<file path="src/hw/rtl/greedy_box_nms_top_assert.svh">
// ----------------------------------------------------------------------------
// greedy_box_nms_top_assert.svh
// Assertion macros shared by the suppression block. Clock clk_i, reset rst_ni.
// ----------------------------------------------------------------------------
`ifndef GREEDY_BOX_NMS_TOP_ASSERT_SVH
`define GREEDY_BOX_NMS_TOP_ASSERT_SVH

// Plain property, checked outside reset
`define GBN_ASSERT(lbl, prop, msg) \
  lbl: assert property (@(posedge clk_i) disable iff (!rst_ni) (prop)) else $error(msg);

// Implication, checked outside reset
`define GBN_ASSERT_IMP(lbl, ante, cons, msg) \
  lbl: assert property (@(posedge clk_i) disable iff (!rst_ni) (ante) |-> (cons)) \
    else $error(msg);

`endif

</file>
<file path="src/hw/rtl/gbn_store.sv">
// ----------------------------------------------------------------------------
// gbn_store
// Box memory: one write port, one read port with registered read data.
// ----------------------------------------------------------------------------
module gbn_store #(
  parameter int unsigned DEPTH = 64,
  parameter int unsigned WIDTH = 72,
  localparam int unsigned AW   = $clog2(DEPTH)
) (
  input  logic             clk_i,
  input  logic             wr_en_i,
  input  logic [AW-1:0]    wr_addr_i,
  input  logic [WIDTH-1:0] wr_data_i,
  input  logic             rd_en_i,
  input  logic [AW-1:0]    rd_addr_i,
  output logic [WIDTH-1:0] rd_data_o
);

  logic [WIDTH-1:0] mem_q [DEPTH];
  logic [WIDTH-1:0] rd_data_q;

  // write port
  always_ff @(posedge clk_i) begin
    if (wr_en_i) begin
      mem_q[wr_addr_i] <= wr_data_i;
    end
  end

  // read port, registered read data
  always_ff @(posedge clk_i) begin
    if (rd_en_i) begin
      rd_data_q <= mem_q[rd_addr_i];
    end
  end

  assign rd_data_o = rd_data_q;

endmodule

</file>
<file path="config.mk">
export PLATFORM = sky130hd
export DESIGN_NAME = gbn_store
export DESIGN_NICKNAME = d
export VERILOG_FILES = /design/src/hw/rtl/greedy_box_nms_top_assert.svh /design/src/hw/rtl/gbn_store.sv
export SDC_FILE = /design/constraint.sdc
export NUM_CORES = 2
export LEC_CHECK = 0
export BUFFER_PORTS_ARGS = -buffer_cell sky130_fd_sc_hd__buf_4
export CORE_MARGIN = 4
export CORE_UTILIZATION = 30
export CTS_BUF_LIST = sky130_fd_sc_hd__clkbuf_4 sky130_fd_sc_hd__clkbuf_8 sky130_fd_sc_hd__clkbuf_16
export DETAILED_ROUTE_END_ITERATION = 12
export SKIP_LAST_GASP = 1
export SYNTH_ARGS = -nofsm -noshare
export SYNTH_HDL_FRONTEND = slang
export SYNTH_MEMORY_MAX_BITS = 65536
export SYNTH_SLANG_ARGS = --single-unit
</file>
<file path="constraint.sdc">
create_clock -name clk_i -period 11.9 [get_ports clk_i]
set_input_delay 0.595 -clock clk_i [delete_from_list [all_inputs] [get_ports clk_i]]
set_output_delay 0.595 -clock clk_i [all_outputs]
set_load 0.1 [all_outputs]
</file>
==> results_dict.tcl <==
set metrics [dict create \
    num-nets-final 7811 \
    drc_errors 0 \
    dr.first_iter.drc_count 12826 \
    synth_fa_ha_area_share_pct 0 \
    max-cap-violations 0 \
    ys.flop_type "edfxtp_1" \
    yosys_warnings 0 \
    synthToLayoutAreaGrowth_pct 15.0 \
    worst-r2r-cell-count 4 \
    placeableCoreArea_um2 585000 \
    grt_max_degree 126 \
    htree_levels 5 \
    layout_min_cycle_time_ns 4.02 \
    peakVddDrop_mv 0.138 \
    cp_max_fo 70 \
    grt_pass1_vias 86041 \
    skew_ns 0.0304 \
    ys_types 26 \
    post-route-period-util_pct 33.8 \
    rsz0062_at_grt "false" \
    status "completed" \
    hold_buffers 0 \
    muxShareOfSynthArea_pct 15.4 \
    wl_per_cell_um 33.9 \
    cts_root_buf "clkbuf_16" \
    synth_edf_count 4680 \
    wl_um 539000 \
    syn_nets 7392 \
    worst_ep_required_time_ns 12.63 \
    tns_ns 0 \
    vias 86954 \
    utilization_pct 34.6 \
    overflow 0 \
    ant_nets 0 \
    worstSkewPairLatency_ns 1.00 \
    cts_made_buffers 454 \
    synth_xor_area_share_pct 0 \
    synth_area_um2 176000 \
    grt_antenna_before_repair 56 \
    via_per_inst 5.46 \
    syn_area_per_cell_um2 24.1 \
    drive_gt1_share_pct 28.9 \
    hold_depth 1 \
    row_count 281 \
    clk_path_buf_depth 4 \
    die_w_um 774 \
    io_pins 159 \
    synth_seq_cells 4680 \
    track_usage_pct 17.5 \
    grt_pass1_wl_um 734000 \
    endpoint_kind "register" \
    synthCells 7305 \
    worstMarginPinSlew_ns 1.32 \
    fmax_ghz 0.249 \
    first_pass_iters 6 \
    hp-class "in2reg" \
    p_leak_nw 61.5 \
    portBuffers 158 \
    cts-resized-gates 0 \
    drv_slew 0 \
    power.density_nw_per_um2 170 \
    numClockSinks 4680 \
    hpwl_um 277000 \
    slew_headroom_pct 11.7 \
    cts_tree "built" \
    crit_arrival_ns 4.75 \
    seq_area_frac_synth_pct 79.9 \
    path_clk_slew_ns 0.06 \
    start_kind "primary input" \
    die_y_um 774 \
    synth-simple-area-share_pct 0.878 \
    setup_viol 0 \
    postCtsSetupBuffers 0 \
    crit_type "in2reg" \
    synth_top_family_by_area "multiplexers" \
    initial_core_util_pct 30.1 \
    ys_async_sr_fraction_pct 0 \
    dieArea_um2 599000 \
    gp_congestion 0.766 \
    hold_violations 0 \
    synth_compound_gate_area_share_pct 2.73 \
]
-- state kept, by name, summed over array words and instances (netlist names) --
| name | flops |
|---|---|
| mem_q | 4608 |
| rd_data_o | 72 |
-- stage by stage --
stage          cell area (um^2)  hold slack [ns]  worst slack (ns)  cells  power [W]
3_5_place_dp             187000            0.885              6.92  15050     0.0205
3_3_place_gp             187000            0.893              6.99  15050     0.0204
2_1_floorplan            176000            0.694              5.31   7305     0.0197
5_1_grt                  202000           0.0305              7.79  15900     0.0354
4_1_cts                  202000           0.0136              7.99  15890     0.0346
6_report                 202000           0.0796              7.88  15913     0.0344
-- path summary, 6_finish.rpt --
kind | from | to | slack, ns
setup / recovery | rd_addr_i[1] | rd_data_o[51] | 7.88
hold / removal | rd_en_i | rd_data_o[35] | 0.08
setup reg to reg | mem_q[10][27] | rd_data_o[27] | 9.84
hold reg to reg | mem_q[6][46] | rd_data_o[46] | 0.90
-- final cells by class --
type                    instances  area (um^2)
flip-flops and latches       4680       141000
multi-input cells            2207        33900
diodes                         23         57.6
fillers                     53499       383000
repair buffers                381         3220
clock buffers                 555        12200
well taps                    7782         9740
clock inverters               285         2610
-- cell usage in the layout, fill, tap and decap left out, types with 2 or more instances in the layout --
master / n
clkinvlp_4: 16
diode_2: 23
buf_12: 26
nor3_2: 2
o22ai_1: 144
mux4_2: 1152
clkinv_8: 9
nand2b_1: 5
or3_1: 3
nand2b_2: 2
clkinv_2: 85
nor2b_4: 5
or3b_2: 4
nand4_1: 2
nor2_1: 56
clkinv_1: 116
a22oi_1: 288
mux2i_1: 108
bufinv_16: 44
o211a_1: 72
buf_8: 2
buf_4: 351
nand2b_4: 2
inv_6: 8
a211oi_1: 72
nand2_1: 6
nor2_4: 64
nand3_1: 127
clkinv_4: 5
and2_4: 2
edfxtp_1: 4680
nand3b_1: 26
clkbuf_16: 459
nor2b_1: 4
o221ai_1: 54
clkbuf_4: 96
-- layer usage --
layer | part of all wire (%) | wire length [um] | vias up | GRT usage, %
met3 | 10 | 53800 | 1019 | 3.52
met2 | 48 | 260000 | 5400 | 28.7
met4 | 4.2 | 22400 | 32 | 6.30
met5 | 0.037 | 202 | - | 0
met1 | 38 | 203000 | 47777 | 23.2
li1 | - | - | 32726 | -
-- logic make-up (layout without fill, tap and decap cells) --
family,after synthesis,after routing
simple gates,317,317
mux,1260,1260
compound gates,630,630
buf+inv,418,1221
flops,4680,4680
other cells,0,23
-- worst max-delay path: stages --
cell and delay, ns:
buf_8 0.38, buf_4 0.72, buf_4 0.70, buf_4 0.94, mux4_2 0.61, mux2i_1 0.16
a211oi_1 0.13, o211a_1 0.27
-- cells in the mapped netlist, drive strengths merged, types with 4 or more instances --
| cell type | number | share of area (%) |
|---|---|---|
| o211a | 72 | 0.41 |
| a211oi | 72 | 0.31 |
| nand2b | 9 | 0.032 |
| nor2b | 9 | 0.032 |
| nand2 | 8 | 0.017 |
| or3b | 4 | 0.020 |
| a22oi | 288 | 1.2 |
| edfxtp | 4680 | 80 |
| o221ai | 54 | 0.27 |
| clkbuf | 143 | 0.31 |
| buf | 275 | 0.85 |
| nand3 | 128 | 0.36 |
| o22ai | 144 | 0.51 |
| mux4 | 1152 | 15 |
| mux2i | 108 | 0.61 |
| nand3b | 26 | 0.11 |
| nor2 | 120 | 0.26 |
-- where the power goes --
part / leakage, nW / switching [W] / total (W) / internal, W
Clock: 7.38 / 0.00609 / 0.0143 / 0.00822
Sequential: 42.2 / 0.0000675 / 0.0184 / 0.0183
Combinational: 11.9 / 0.00118 / 0.00174 / 0.000563
Total: 61.5 / 0.00734 / 0.0344 / 0.0271
Power figures use the tool's default switching activity.
