===== src/hw/rtl/greedy_box_nms_top_assert.svh =====
// ----------------------------------------------------------------------------
// greedy_box_nms_top_assert.svh
// Assertion macros shared by the suppression block. Clock clk_i, reset rst_ni.
// ----------------------------------------------------------------------------
`ifndef GREEDY_BOX_NMS_TOP_ASSERT_SVH
`define GREEDY_BOX_NMS_TOP_ASSERT_SVH

// Plain property, checked outside reset
`define GBN_ASSERT(lbl, prop, msg) \
  lbl: assert property (@(posedge clk_i) disable iff (!rst_ni) (prop)) else $error(msg);

// Implication, checked outside reset
`define GBN_ASSERT_IMP(lbl, ante, cons, msg) \
  lbl: assert property (@(posedge clk_i) disable iff (!rst_ni) (ante) |-> (cons)) \
    else $error(msg);

`endif


===== src/hw/rtl/gbn_pkg.sv =====
// ----------------------------------------------------------------------------
// gbn_pkg
// Types and constants of the greedy box suppression block.
// ----------------------------------------------------------------------------
package gbn_pkg;

  // Controller states
  typedef enum logic [1:0] {
    ST_LOAD,
    ST_SCAN,
    ST_WAIT,
    ST_DECIDE
  } gbn_state_e;

  // Tag that travels with each read through the overlap pipeline
  typedef struct packed {
    logic valid;
    logic last;
  } gbn_tag_t;

  // Register indexes (word address bit 2)
  localparam logic REG_SCORE_THR   = 1'b0;
  localparam logic REG_OVERLAP_THR = 1'b1;

  // Register reset values: 0.8 in Q3.12, 0.5 in Q0.8
  localparam logic [15:0] SCORE_THR_RST   = 16'd3277;
  localparam logic [7:0]  OVERLAP_THR_RST = 8'd128;

endpackage


===== src/hw/rtl/gbn_iou.sv =====
// ----------------------------------------------------------------------------
// gbn_iou
// Four-stage overlap test of a stored box against the reference box:
// intersection*256 > threshold*union, zero union never suppresses.
// ----------------------------------------------------------------------------
module gbn_iou
  import gbn_pkg::*;
#(
  parameter int unsigned DEPTH = 64,
  parameter int unsigned C     = 12,
  localparam int unsigned AW   = $clog2(DEPTH),
  localparam int unsigned DW   = 4 * C + 24
) (
  input  logic           clk_i,
  input  logic           rst_ni,
  input  gbn_tag_t       tag_i,
  input  logic [AW-1:0]  idx_i,
  input  logic [DW-1:0]  b_data_i,
  input  logic           a_valid_i,
  input  logic [DW-1:0]  a_data_i,
  input  logic [7:0]     overlap_thr_i,
  output gbn_tag_t       tag_o,
  output logic [AW-1:0]  idx_o,
  output logic [DW-1:0]  data_o,
  output logic           supp_o
);

  localparam int unsigned EW = C + 1;        // edge width
  localparam int unsigned IW = 2 * EW;       // intersection / union width
  localparam int unsigned PW = IW + 8;       // scaled products

  logic [C-1:0]    ax, ay, aw, ah, bx, by, bw, bh;
  logic [EW-1:0]   x1, y1, x2, y2, ax2, ay2, bx2, by2, dx, dy;
  logic [PW-1:0]   lhs, rhs;

  gbn_tag_t        tag1_q, tag2_q, tag3_q, tag4_q;
  logic [AW-1:0]   idx1_q, idx2_q, idx3_q, idx4_q;
  logic [DW-1:0]   data1_q, data2_q, data3_q, data4_q;
  logic [EW-1:0]   dx1_q, dy1_q;
  logic [2*C-1:0]  areab1_q, areab2_q, areaa_q;
  logic [IW-1:0]   inter2_q, inter3_q, uni3_q;
  logic            supp4_q;

  assign ax = a_data_i[C-1:0];
  assign ay = a_data_i[2*C-1:C];
  assign aw = a_data_i[3*C-1:2*C];
  assign ah = a_data_i[4*C-1:3*C];
  assign bx = b_data_i[C-1:0];
  assign by = b_data_i[2*C-1:C];
  assign bw = b_data_i[3*C-1:2*C];
  assign bh = b_data_i[4*C-1:3*C];

  // stage 1: edges of the intersection
  always_comb begin
    ax2 = EW'(ax) + EW'(aw);
    ay2 = EW'(ay) + EW'(ah);
    bx2 = EW'(bx) + EW'(bw);
    by2 = EW'(by) + EW'(bh);
    x1  = (ax > bx) ? EW'(ax) : EW'(bx);
    y1  = (ay > by) ? EW'(ay) : EW'(by);
    x2  = (ax2 < bx2) ? ax2 : bx2;
    y2  = (ay2 < by2) ? ay2 : by2;
    dx  = (x2 > x1) ? (x2 - x1) : '0;
    dy  = (y2 > y1) ? (y2 - y1) : '0;
  end

  // stage 4 compare terms
  assign lhs = {inter3_q, 8'd0};
  assign rhs = PW'(uni3_q) * PW'(overlap_thr_i);

  // tags
  always_ff @(posedge clk_i or negedge rst_ni) begin
    if (!rst_ni) begin
      tag1_q <= '0;
      tag2_q <= '0;
      tag3_q <= '0;
      tag4_q <= '0;
    end else begin
      tag1_q <= tag_i;
      tag2_q <= tag1_q;
      tag3_q <= tag2_q;
      tag4_q <= tag3_q;
    end
  end

  // datapath
  always_ff @(posedge clk_i) begin
    areaa_q  <= aw * ah;
    idx1_q   <= idx_i;
    data1_q  <= b_data_i;
    dx1_q    <= dx;
    dy1_q    <= dy;
    areab1_q <= bw * bh;
    idx2_q   <= idx1_q;
    data2_q  <= data1_q;
    inter2_q <= dx1_q * dy1_q;
    areab2_q <= areab1_q;
    idx3_q   <= idx2_q;
    data3_q  <= data2_q;
    inter3_q <= inter2_q;
    uni3_q   <= IW'(areaa_q) + IW'(areab2_q) - inter2_q;
    idx4_q   <= idx3_q;
    data4_q  <= data3_q;
    supp4_q  <= a_valid_i && (uni3_q != '0) && (lhs > rhs);
  end

  assign tag_o  = tag4_q;
  assign idx_o  = idx4_q;
  assign data_o = data4_q;
  assign supp_o = supp4_q;

endmodule


===== config.mk =====
export PLATFORM = sky130hd
export DESIGN_NAME = gbn_iou
export DESIGN_NICKNAME = d
export VERILOG_FILES = /design/src/hw/rtl/greedy_box_nms_top_assert.svh /design/src/hw/rtl/gbn_pkg.sv /design/src/hw/rtl/gbn_iou.sv
export SDC_FILE = /design/constraint.sdc
export NUM_CORES = 2
export LEC_CHECK = 0
export BUFFER_PORTS_ARGS = -buffer_cell sky130_fd_sc_hd__buf_2
export CELL_PAD_IN_SITES_DETAIL_PLACEMENT = 1
export CELL_PAD_IN_SITES_GLOBAL_PLACEMENT = 1
export CORE_ASPECT_RATIO = 1.75
export CORE_MARGIN = 2
export CORE_UTILIZATION = 45
export DETAILED_ROUTE_END_ITERATION = 6
export PLACE_DENSITY_LB_ADDON = 0.1
export SKIP_LAST_GASP = 1
export SLEW_MARGIN = 20
export SYNTH_ARGS = -nofsm -noshare
export SYNTH_HDL_FRONTEND = slang
export SYNTH_SLANG_ARGS = --single-unit

===== constraint.sdc =====
create_clock -name clk_i -period 13 [get_ports clk_i]
set_input_delay 2.6 -clock clk_i [delete_from_list [all_inputs] [get_ports clk_i]]
set_output_delay 2.6 -clock clk_i [all_outputs]
set_load 0.05 [all_outputs]

==> run_results.csv <==
group,metric,value,unit
floorplan,io_pins,244,
worst_setup_path,crit_arrival,9.77,ns
global_route,antenna_found_initial,4,
drt,ant_nets,0,
synth,yosys_most_used_dff,"dfxtp_1",
drt,dr_total_vias,27500,
final_layout,fin_nets,5246,
placed_design,dp.cells,5197,
clock_network,numCtsBuffers,48,
synth,ys_seq_area_share,25.9,%
sta,tns,0,ns
drt,viasPerCell,5.21,
clock_network,clock_path_buffers,3,
drt,firstDrtPassIters,5,
synth,mappedNetlistArea,38600,sq um
worst_setup_path,crit_chain,"buf_2 -> and2_1 -> fa_1 -> fa_1 -> fa_1 -> inv_1 -> fa_1 -> inv_1 -> ha_1 -> o211ai_1 -> a21oi_1 -> o211ai_1 -> a211oi_1 -> o41ai_2 -> o311ai_0 -> a21oi_1 -> xnor2_1 -> ha_1 -> nand4_1 -> nor4_1 -> buf_4 -> nand4_1 -> nor3_1 -> nor3_1",
synth,ys_seq_elements,497,
global_route,grt_pass1_wl,165,mm
global_route,grt_max_degree,27,
worst_setup_path,critical-path-max-stage-delay,0.73,ns
floorplan,dieArea,88300,sq um
synth,synth-async-reset-ratio,1.61,%
sta,period_share,71.6,%
clock_network,clock_sinks,497,
synth,yosys_warnings,0,
placed_design,gp_congestion,0.871,
clock_network,cts_max_level,2,
floorplan,row_count,142,
job,drv_cap,0,
worst_setup_path,start_kind,"primary input",
synth,synth-edff-count,0,
sta,slew_headroom,29.0,%
synth,synthCells,4003,
global_route,grt_use_total,24.2,%
drt,drtIter0Drc,594,
synth,yosysTopAreaCell,"fa_1",
drt,routed_wl,103,mm
worst_setup_path,cpMaxStageDelayCell,"a211oi_1",
clock_network,hold_buffers,0,
sta,rsz0062_at_grt,"false",
worst_setup_path,cp_common_cell,"fa_1",
global_route,busiest_layer,"met2",
floorplan,die_h,392,um
sta,fin_skew,0.0724,ns
sta,slew_viol_final,0,
clock_network,post_cts_resized,0,
clock_network,clk_latency,0.65,ns
sta,finalHoldViolCount,0,
drt,routedWlPerCell,19.6,um
final_layout,n_fill_cell,9748,
synth,yosys.area.top_type_share,25.7,%
global_route,grt_pass1_vias,31000,
final_layout,diodes,0,
final_layout,area_growth,9.74,%
clock_network,cts_setup_buffers,0,
clock_network,clk_pin_slew,0.07,ns
clock_network,cts_tree,"done",
sta,hold_slack,0.318,ns
sta,finalSetupViolCount,0,
sta,worstMarginPinSlew,1.04,ns
global_route,grt_overflow_total,0,
global_route,grt_use_met3,2.25,%
placed_design,io_buffers,219,
drt,route.detailed.drc,0,
final_layout,multiInputGateArea,25500,sq um
global_route,met1_usage,25.0,%
synth,synth_fp_nets,5082,
worst_setup_path,crit_path_end_kind,"flop",
synth,ys_types,75,
synth,synth_common_cells,"inv_1 (710), fa_1 (495), dfxtp_1 (489)",
sta,post-route-min-period,9.31,ns
hold_path,holdCritPathClass,"flop to flop",
global_route,grt.met2_usage,48.3,%
worst_setup_path,crit_type,"primary input to flop",
final_layout,seqCellArea,9990,sq um
worst_setup_path,required,13.46,ns
final_layout,instances_no_fill,5286,
worst_setup_path,path_max_fanout,26,
floorplan,die_w,225,um
floorplan,core_area,85300,sq um
final_layout,drive_gt1_share,8.11,%
status,status,"finished clean",
synth,synth_area_leaders,"fa_1 (26%), dfxtp_1 (25%), ha_1 (14%), inv_1 (6.9%), and2_1 (5.1%)",
synth,synth_most_common_cell,"inv_1",
floorplan,start_util,45.3,%
clock_network,cts_root_buf,"clkbuf_16",
synth,avgSynthCellArea,9.65,sq um
sta,fmax,107,MHz
placed_design,hpwl,85.2,mm
[area by class of cell]
class	instances	area share, %
multi-input cells	2686	60.3
flip-flops and latches	497	23.6
inverters	710	6.29
well taps	1080	3.19
clock buffers	61	3.14
repair buffers	224	2.67
clock inverters	28	0.874
[flip-flops by register name, summed over array words and instances, names as in the netlist]
name      cells
data2_q      72
idx2_q        6
areab1_q     24
idx1_q        6
idx_o         6
idx3_q        6
uni3_q       26
dy1_q        13
tag_o         2
inter2_q     26
supp_o        1
data_o       72
dx1_q        13
areaa_q      24
tag3_q        2
inter3_q     26
tag2_q        2
data3_q      72
areab2_q     24
tag1_q        2
data1_q      72
[cells by family after synthesis]
family | Yosys count | share of synthesized area (%)
AND/OR/NAND/NOR | 1078 | 13.7
adder cells (fa/ha/maj) | 916 | 39.3
buffers and inverters | 820 | 8.00
AO/OA/AOI/OAI | 498 | 8.50
flip-flops | 497 | 25.9
XOR/XNOR | 147 | 3.33
multiplexers | 47 | 1.25
[path summary, 6_finish.rpt]
kind / end / slack [ns] / startpoint / cells after the start
setup / recovery: supp_o / 3.69 / overlap_thr_i[3] / 24
min in group asynchronous: tag_o[1] / 1.78 / rst_ni / 1
hold / removal: inter3_q[10] / 0.32 / inter2_q[10] / 0
max in group asynchronous: tag1_q[0] / 11.06 / rst_ni / 1
hold reg to reg: inter3_q[10] / 0.32 / inter2_q[10] / 0
setup reg to reg: supp_o / 5.58 / uni3_q[0] / 24
[through the flow]
stage,utilization [%],cell area (sq um),worst slack [ns]
floorplan,-,38600,4.66
finish,49.7,42400,3.69
CTS,49.7,42400,3.48
global route,49.7,42400,3.07
global placement,47.7,40700,2.92
detailed placement,47.7,40700,2.88
[placed cells by master (no fill, tap or decap), drive strengths merged, types with 95 or more instances in the layout]
cell type / count
xnor2: 95
buf: 224
dfxtp: 489
nor2: 106
a21oi: 158
and2: 313
inv: 718
ha: 421
nand2: 435
fa: 495
[worst max-delay path: cells and delay by family]
kind | cells | cell delay [ns]
buffers and inverters | 4 | 0.78
AO/OA/AOI/OAI | 7 | 2.12
XOR/XNOR | 1 | 0.15
AND/OR/NAND/NOR | 6 | 1.43
adder cells (fa/ha/maj) | 6 | 2.66
[metal layers]
metal,vias to the layer above,wire length [um]
li1,13000,-
met1,14000,38000
met2,350,58100
met3,206,2100
met4,8,5150
met5,-,39
Power is not shown: default switching activity piles up to over one toggle a cycle in this logic, so the estimate is an artifact.
